### config.mk
export PLATFORM = sky130hd
export DESIGN_NAME = trigger_id_extend_recover
export DESIGN_NICKNAME = d
export VERILOG_FILES = /design/src/rtl/core/tider_pkg.sv /design/src/rtl/core/tider_eval.sv /design/src/rtl/core/trigger_id_extend_recover.sv
export SDC_FILE = /design/constraint.sdc
export NUM_CORES = 1
export LEC_CHECK = 0
export BUFFER_PORTS_ARGS = -buffer_cell sky130_fd_sc_hd__buf_4
export CAP_MARGIN = 30
export CORE_MARGIN = 2
export CORE_UTILIZATION = 51
export CTS_BUF_LIST = sky130_fd_sc_hd__clkbuf_8
export CTS_CLUSTER_SIZE = 14
export DETAILED_ROUTE_END_ITERATION = 16
export GPL_ROUTABILITY_DRIVEN = 0
export PLACE_DENSITY = 0.7
export SLEW_MARGIN = 20
export SYNTH_ARGS = -nofsm -noshare
export SYNTH_HDL_FRONTEND = slang
export SYNTH_SLANG_ARGS = --single-unit
### constraint.sdc
create_clock -name clk -period 9.2 [get_ports clk]
set_clock_uncertainty 0.1 [all_clocks]
set_input_delay 0.92 -clock clk [delete_from_list [all_inputs] [get_ports clk]]
set_output_delay 0.92 -clock clk [all_outputs]
set_load 0.03 [all_outputs]
### src/rtl/core/tider_pkg.sv
// Types and constants shared by the trigger id extension block.
// No dependencies; imported by tider_eval, trigger_id_extend_recover, tider_sb_pkg and tb_top.
package tider_pkg;

  typedef enum logic [1:0] {
    ST_IN_SEQ    = 2'd0,
    ST_RECOVERED = 2'd1,
    ST_BROKEN    = 2'd2,
    ST_OVERFLOW  = 2'd3
  } status_t;

  localparam logic [15:0] GAP_WINDOW_RESET = 16'd200;

  // Tracking state carried from frame to frame.
  typedef struct packed {
    logic [31:0] expected;
    logic        awaiting_first;
    logic [31:0] frames;
    logic [31:0] bad;
    logic [31:0] overflow;
  } trk_state_t;

endpackage

### src/rtl/core/tider_eval.sv
// Per-frame evaluation: extends the low trigger bits, checks for gaps and
// computes the next tracking state. Pure combinational; uses tider_pkg.
module tider_eval
  import tider_pkg::*;
#(
  parameter int LOW_BITS = 15
) (
  input  logic [LOW_BITS-1:0] trig_low,
  input  logic                buf_full,
  input  logic [15:0]         gap_window,
  input  trk_state_t          cur,
  output trk_state_t          nxt,
  output status_t             status,
  output logic [31:0]         trig_number
);

  localparam logic [31:0] EPOCH_STEP = 32'd1 << LOW_BITS;

  logic [31:0] exp_base;
  logic [31:0] cand_same;
  logic [31:0] cand_next;
  logic [31:0] gap_ext;
  logic [31:0] diff_same;
  logic [31:0] diff_next;
  logic        mismatch;
  logic        ok_same;
  logic        ok_next;
  logic [31:0] exp_hit;

  always_comb begin
    exp_base  = cur.awaiting_first ? {{(32-LOW_BITS){1'b0}}, trig_low} : cur.expected;
    mismatch  = trig_low != exp_base[LOW_BITS-1:0];
    cand_same = {exp_base[31:LOW_BITS], trig_low};
    cand_next = cand_same + EPOCH_STEP;
    gap_ext   = {16'd0, gap_window};
    diff_same = cand_same - exp_base;
    diff_next = cand_next - exp_base;
    ok_same   = (cand_same > exp_base) && (diff_same < gap_ext);
    ok_next   = (cand_next > exp_base) && (diff_next < gap_ext);
    exp_hit   = ok_same ? cand_same : cand_next;

    nxt         = cur;
    nxt.frames  = cur.frames + 32'd1;
    status      = ST_IN_SEQ;
    trig_number = 32'd0;

    if (buf_full) begin
      nxt.overflow = cur.overflow + 32'd1;
      status       = ST_OVERFLOW;
    end else begin
      nxt.awaiting_first = 1'b0;
      if (!mismatch) begin
        trig_number  = exp_base - 32'd1;
        nxt.expected = exp_base + 32'd1;
      end else if (ok_same || ok_next) begin
        status       = ST_RECOVERED;
        trig_number  = exp_hit - 32'd1;
        nxt.expected = exp_hit + 32'd1;
      end else begin
        // broken id: drop, but still step past it
        status       = ST_BROKEN;
        nxt.bad      = cur.bad + 32'd1;
        nxt.expected = exp_base + 32'd1;
      end
    end
  end

endmodule

### src/rtl/core/trigger_id_extend_recover.sv
// Top level of the trigger id extension and gap recovery block.
// Uses tider_pkg and tider_eval.
//
// Takes one frame per clock unless in_stall is high and returns one result
// per frame; each frame goes through the input register, then the result
// register. The tracking state (expected trigger number and the frame,
// broken and overflow counters) is updated as a frame moves into the result
// register, so back-to-back frames see each other's updates. A stalled
// result holds the input side only once both registers are full. The user
// must write gap_window via the cfg port only while no frame is in flight;
// the block does not enforce it. A jump must be strictly below it; reset 200.
module trigger_id_extend_recover
  import tider_pkg::*;
#(
  parameter int LOW_BITS = 15
) (
  input  logic                clk,
  input  logic                rst_n,

  input  logic                in_valid,
  output logic                in_stall,
  input  logic [LOW_BITS-1:0] in_trigger_low,
  input  logic                in_buffer_full,

  output logic                out_valid,
  input  logic                out_stall,
  output logic [1:0]          out_status,
  output logic [31:0]         out_trigger_number,
  output logic [31:0]         out_frames_seen,
  output logic [31:0]         out_bad_count,
  output logic [31:0]         out_overflow_count,

  input  logic                cfg_valid,
  output logic                cfg_ready,
  input  logic [15:0]         cfg_gap_window
);

  logic                in_vld_r;
  logic                in_vld_nxt;
  logic [LOW_BITS-1:0] in_low_r;
  logic                in_full_r;
  logic                out_vld_r;
  logic                out_vld_nxt;
  logic [1:0]          out_status_r;
  logic [31:0]         out_number_r;
  logic [31:0]         out_frames_r;
  logic [31:0]         out_bad_r;
  logic [31:0]         out_ovf_r;
  logic [15:0]         gap_r;
  trk_state_t          trk_r;
  trk_state_t          trk_nxt;
  status_t             eval_status;
  logic [31:0]         eval_number;
  logic                in_accept;
  logic                res_load;

  tider_eval #(
    .LOW_BITS (LOW_BITS)
  ) u_eval (
    .trig_low    (in_low_r),
    .buf_full    (in_full_r),
    .gap_window  (gap_r),
    .cur         (trk_r),
    .nxt         (trk_nxt),
    .status      (eval_status),
    .trig_number (eval_number)
  );

  assign res_load  = in_vld_r && (!out_vld_r || !out_stall);
  assign in_stall  = in_vld_r && !res_load;
  assign in_accept = in_valid && !in_stall;
  assign cfg_ready = 1'b1;

  always_comb begin
    in_vld_nxt = in_vld_r;
    if (in_accept) begin
      in_vld_nxt = 1'b1;
    end else if (res_load) begin
      in_vld_nxt = 1'b0;
    end
    out_vld_nxt = out_vld_r && out_stall;
    if (res_load) begin
      out_vld_nxt = 1'b1;
    end
  end

  always_ff @(posedge clk) begin
    if (!rst_n) begin
      in_vld_r             <= 1'b0;
      out_vld_r            <= 1'b0;
      gap_r                <= GAP_WINDOW_RESET;
      trk_r.expected       <= 32'd0;
      trk_r.awaiting_first <= 1'b1;
      trk_r.frames         <= 32'd0;
      trk_r.bad            <= 32'd0;
      trk_r.overflow       <= 32'd0;
    end else begin
      in_vld_r  <= in_vld_nxt;
      out_vld_r <= out_vld_nxt;
      if (cfg_valid && cfg_ready) begin
        gap_r <= cfg_gap_window;
      end
      if (res_load) begin
        trk_r <= trk_nxt;
      end
    end
  end

  // payload, no reset
  always_ff @(posedge clk) begin
    if (in_accept) begin
      in_low_r  <= in_trigger_low;
      in_full_r <= in_buffer_full;
    end
    if (res_load) begin
      out_status_r <= eval_status;
      out_number_r <= eval_number;
      out_frames_r <= trk_nxt.frames;
      out_bad_r    <= trk_nxt.bad;
      out_ovf_r    <= trk_nxt.overflow;
    end
  end

  assign out_valid          = out_vld_r;
  assign out_status         = out_status_r;
  assign out_trigger_number = out_number_r;
  assign out_frames_seen    = out_frames_r;
  assign out_bad_count      = out_bad_r;
  assign out_overflow_count = out_ovf_r;

endmodule

# After elaboration in Yosys (flattened, before gate mapping)
# Index checks and enable logic that the tools add are counted.
[op_classes]
addsub = 10
multipliers = 0
div_mod_pow = 0
n_lt_le_gt_ge = 4
eq_ne = 1
shift = 0
n_mux = 15
bitwise_logic = 1
n_reduce_logical = 14
[ops]
columns = ["operator", "n"]
rows = [
  ["32-bit 2-to-1 mux", 10],
  ["32-bit by 1-bit adder with 32-bit output, second input constant", 5],
  ["32-bit > comparator", 2],
  ["32-bit by 16-bit less-than comparator with 1-bit output", 2],
  ["32-bit by 1-bit subtractor with 32-bit output, second input constant", 2],
  ["32-bit subtractor", 2],
  ["32-bit by 16-bit adder with 32-bit output, second input constant", 1],
  ["15-bit inequality test", 1],
  ["1-bit logical AND", 6],
  ["1-bit zero test", 4],
  ["2-bit 2-to-1 mux", 2],
  ["1-bit 2-to-1 mux", 3],
  ["1-bit logical OR", 2],
  ["2-bit AND reduction", 1],
  ["2-bit nonzero test", 1],
  ["1-bit NOT", 1],
]
[word_totals]
ff_bits = 293
latch_bits = 0
ram_bits = 0
rom_bits = 0
in_bits = 37
output_inout_bits = 133
elab_cells = 60
mem_count = 0

# Longest topological paths before layout
[depth]
depth_word = 9
depth_mapped = 33
mapped_depth_nobuf = 26

# Hierarchy
# Synthesis repeated with hierarchy kept, for this count alone.
[hier_totals]
cells_unflattened = 2142
hier_area_um2 = 19222.2
[modules_own_cells]
columns = ["mod", "instances", "cells_each", "area_each_um2", "seq_area_each_um2"]
rows = [
  ["trigger_id_extend_recover", 1, 767, 10198.5, 7327.0],
  ["tider_eval", 1, 1375, 9023.7, 0.0],
]

# Worst setup path after synthesis
# Ideal clock, no wire load.
[synth_path]
kind = "flip-flop to flip-flop"
startpoint = "register trk_r[96] (netlist bit)"
endpoint = "register out_number_r[31], in the netlist out_trigger_number[31] (data pin)"
setup_ns = 0.266
t_arrival_ns = 6.002
required_ns = 8.834
setup_slack_ns = 2.832
path_stages_with_launch = 33
n_path_buf = 8
synth_period_minus_slack_ns = 6.368
path_cell_list = "dfxtp_1 -> buf_2 -> buf_4 -> buf_6 -> buf_4 -> buf_6 -> buf_4 -> mux2i_1 -> ha_1 -> nor2b_1 -> o31ai_1 -> a21oi_1 -> a21o_1 -> a21oi_1 -> nor2_1 -> o21ai_0 -> nand2b_1 -> a21oi_1 -> xnor2_1 -> ha_1 -> a21o_1 -> a21oi_1 -> nor2_1 -> a311oi_1 -> a21boi_0 -> and2_1 -> buf_2 -> buf_1 -> mux2i_1 -> nor3_1 -> xnor2_1 -> a22oi_1 -> nor2_1"
[synth_via]
elab_chain_len = 8
word_cells_on_any_way = 17
classes_between = "add/sub: 5; order compare: 4; eq/ne: 1; mux: 4; reduce/logical: 3"
[synth_rtl]
columns = ["element", "line_no", "rtl"]
rows = [
  ["from (decl)", "trigger_id_extend_recover.sv:50", "trk_state_t trk_r;"],
  ["from (signal assigned)", "trigger_id_extend_recover.sv:104", "trk_r <= trk_nxt;"],
  ["32-bit 2-to-1 mux *", "tider_eval.sv:31", "exp_base = cur.awaiting_first ? {{(32-LOW_BITS){1'b0}}, trig_low} : cur.expected;"],
  ["32-bit subtractor or 32-bit by 16-bit adder with 32-bit output (tied branches)", "tider_eval.sv:36, tider_eval.sv:34", ""],
  ["32-bit by 16-bit less-than comparator with 1-bit output or 32-bit subtractor (tied branches)", "tider_eval.sv:38, tider_eval.sv:37", ""],
  ["1-bit logical AND or 32-bit by 16-bit less-than comparator with 1-bit output (tied branches)", "tider_eval.sv:38, tider_eval.sv:39", ""],
  ["32-bit 2-to-1 mux or 1-bit logical AND (tied branches)", "tider_eval.sv:40, tider_eval.sv:39", ""],
  ["32-bit by 1-bit subtractor with 32-bit output or 1-bit logical OR (tied branches)", "tider_eval.sv:57, tider_eval.sv:55", ""],
  ["32-bit 2-to-1 mux", "tider_eval.sv:55", "end else if (ok_same || ok_next) begin"],
  ["32-bit 2-to-1 mux *", "tider_eval.sv:52", "if (!mismatch) begin"],
  ["to (signal assigned)", "trigger_id_extend_recover.sv:117", "out_number_r <= eval_number;"],
  ["to (decl)", "trigger_id_extend_recover.sv:45", "logic [31:0] out_number_r;"],
]
# Mark *: on every way between the ends. The rest lies on a longest branch, timed or not.
# A chain may end at the register's enable or synchronous reset.

# Worst setup path in the final report
# Ends and elaborated chain as after synthesis.

==> reports/metrics.cfg <==
[place]
place_ws_ns=2.041
dpl_cell_area_sq_um=20160
port_buffers=168
dp_hpwl_um=34790

[job]
cap_violations=0

[cells_and_area]
fin_nets=2311
n_antenna_cell=0
drive_gt1_frac=0.1321
final_util=0.5811
fin_area_sq_um=21170
area_growth_pct=12.81

[sta]
setup_slack_ns=1.843
fin_crit_sh=0.7997
hold_viol_final=0
setup_viol=0
fin_crit_ns=7.357
setup_tns_ns=0
max_freq_mhz=135.9
drv_slew=0
rsz0062_at_grt=false
whs_ns=0.3705
worst_pin_slew_ns=0.9770
slew-limit-headroom=0.3487

[floorplanning]
core_region_area_sq_um=36430
die_y_um=195.8
die_w_um=195.8
io_pins=170
start_util=0.5151
die-area_sq_um=38350
rows=70

[setup_path]
ff2ff_setup_slack_ns=1.84
start_kind=flip-flop
crit_arrival_ns=7.61
worstSetupStartpoint=trk_r[96]$_SDFFE_PN1P_
crit_type=reg -> reg
crit_fanout=22
cp-end-kind=flip-flop
reg2reg_from=trk_r[96]$_SDFFE_PN1P_
required_ns=9.45

[clock_network]
post_cts_buffers=0
clock-sinks=293
cts_root_buf=clkbuf_8
cts.repair.resized=0
cts_buffer_depth=3
numCtsBuffers=49
cts.htree.levels=2
ctsHoldBuffers=0
clk_pin_slew_ns=0.06
clock_latency_ns=0.63
cts_tree=done

[logic_synthesis]
syn_nets=2208
synth.distinct_cells=88
yosysWarnings=0
synth_most_common_cell=nor2_1
yosysTopAreaCellShare=0.2336
synth_top_cell_by_area=edfxtp_1
async_reset_ff_frac=0
synth_area_leaders=edfxtp_1, dfxtp_1, xnor2_1
synth_edf_count=146
ys_seq_elements=293
syn_area_sq_um=18770
synthCells=2113
synth_ff_type=dfxtp_1
synth.cells.most_frequent=nor2_1, nand2_1, xnor2_1
syn_area_per_cell_sq_um=8.882
yosysSeqAreaShare=0.3904

[min_path]
hp-class=in -> reg
worstHoldStart=in_trigger_low[2]

[pwr]
cellPowerDensity_nw_per_um2=151.1
leakage_nw=8.040
ir_drop_v=0.0001023

[drt]
post_drt_via_cell_ratio=5.825
dr.pass1.iters=7
antenna_left=0
drtIter0Drc=1534
drc=0
wl_per_cell_um=17.87
vias=15867
finalWirelength_um=48680

[run_status]
status=finished, final reports clean

[global_route]
grt_pass1_wl_um=79090
grt-ovfl-total=0
grt_pass1_vias=15121
grt_max_degree=108
antenna_found_initial=0
grt_usage=0.2534

flip-flops by register name (all words and copies together), names as in the netlist:
name,flops
trk_r,129
out_bad_count,32
out_frames_seen,32
out_overflow_count,32
out_trigger_number,32
gap_r,16
in_low_r,15
out_status,2
in_full_r,1
in_vld_r,1
out_valid,1
where the power goes:
group / switching, W / internal [W] / total, W / leakage, nW
Clock: 0.000536 / 0.000654 / 0.00119 / 0.573
Combinational: 0.000348 / 0.000205 / 0.000553 / 4.95
Sequential: 0.0000377 / 0.00142 / 0.00146 / 2.52
Total: 0.000921 / 0.00228 / 0.00320 / 8.04
per-layer routing:
layer  routed length [um]  global-route usage  vias to the layer above
met5                    0                   0                        -
met4                 1641             0.09652                        0
li1                     -                   -                     7616
met2                21730              0.4004                      672
met3                 3926             0.04728                      115
met1                21380              0.3460                     7464
worst paths after layout:
kind	end	cells after the start
min	in_low_r[2]$_DFFE_PP_	1
max reg2reg	out_trigger_number[31]$_SDFFCE_PP0P_	26
min reg2reg	trk_r[109]$_SDFFE_PN0P_	2
max	out_trigger_number[31]$_SDFFCE_PP0P_	26
cell families after synthesis:
kind of cell / count (synthesis) / share of synthesized area
flops: 293 / 0.3904
other cells: 1 / 0.0001998
xor+xnor: 322 / 0.1503
mux: 87 / 0.04700
compound gates: 308 / 0.1040
fa+ha+maj: 58 / 0.03947
buf+inv: 193 / 0.04547
simple gates: 851 / 0.2231
placed cells by master (no fill, tap or decap), types with 7 or more instances in the layout:
cell / n
nor2_1: 237
nand2_1: 204
buf_4: 182
xnor2_1: 176
xor2_1: 146
dfxtp_1: 146
edfxtp_1: 146
nand3_1: 130
a21oi_1: 85
mux2i_1: 78
inv_1: 70
o21ai_0: 66
ha_1: 56
clkbuf_8: 54
and3_1: 49
nor3_1: 41
nand4_1: 34
or3_1: 28
nand2b_1: 23
a22oi_1: 22
nor4_1: 18
a31oi_1: 16
o211ai_1: 15
and2_1: 15
o21ai_1: 15
nor2b_1: 12
a211oi_1: 10
o21a_1: 10
or2_2: 8
o31ai_1: 8
clkinv_1: 8
mux2_2: 8
clkinv_2: 8
a21o_1: 7
o22ai_1: 7
and4_1: 7
layout make-up:
type	count	area, sq um
fill	3227	15260
multi-input combinational	1627	10600
sequential	293	7328
timing repair buffer	186	1421
clock buffer	54	743.2
tap	468	585.6
clock inverter	37	265.3
inverter	59	227.7
per-stage QoR:
stage	std cells	total power (W)
2_1_floorplan	2113	0.001893
3_3_place_gp	2629	0.002012
3_5_place_dp	2633	0.002029
4_1_cts	2724	0.003219
5_1_grt	2724	0.003346
6_report	2724	0.003200
critical path, stage by stage (launching register included):
cell and delay (ns):
dfxtp_2 0.60, mux2i_1 0.63, ha_1 0.42, o21a_1 0.21, o31ai_1 0.10, a21oi_1 0.20
a21o_1 0.25, a21oi_1 0.17, nor2_1 0.07, o21ai_0 0.15, nand2b_1 0.08, a21oi_1 0.18
xnor2_1 0.15, ha_1 0.28, a21o_1 0.19, a21oi_1 0.19, nor2_1 0.06, a311oi_1 0.19
a21boi_0 0.68, and2_1 0.86, buf_4 0.31, a31oi_1 0.20, a21o_1 0.24, nor3_1 0.22
xnor2_1 0.09, a22oi_1 0.19, nor2_1 0.06
(Power assumes the default switching activity.)
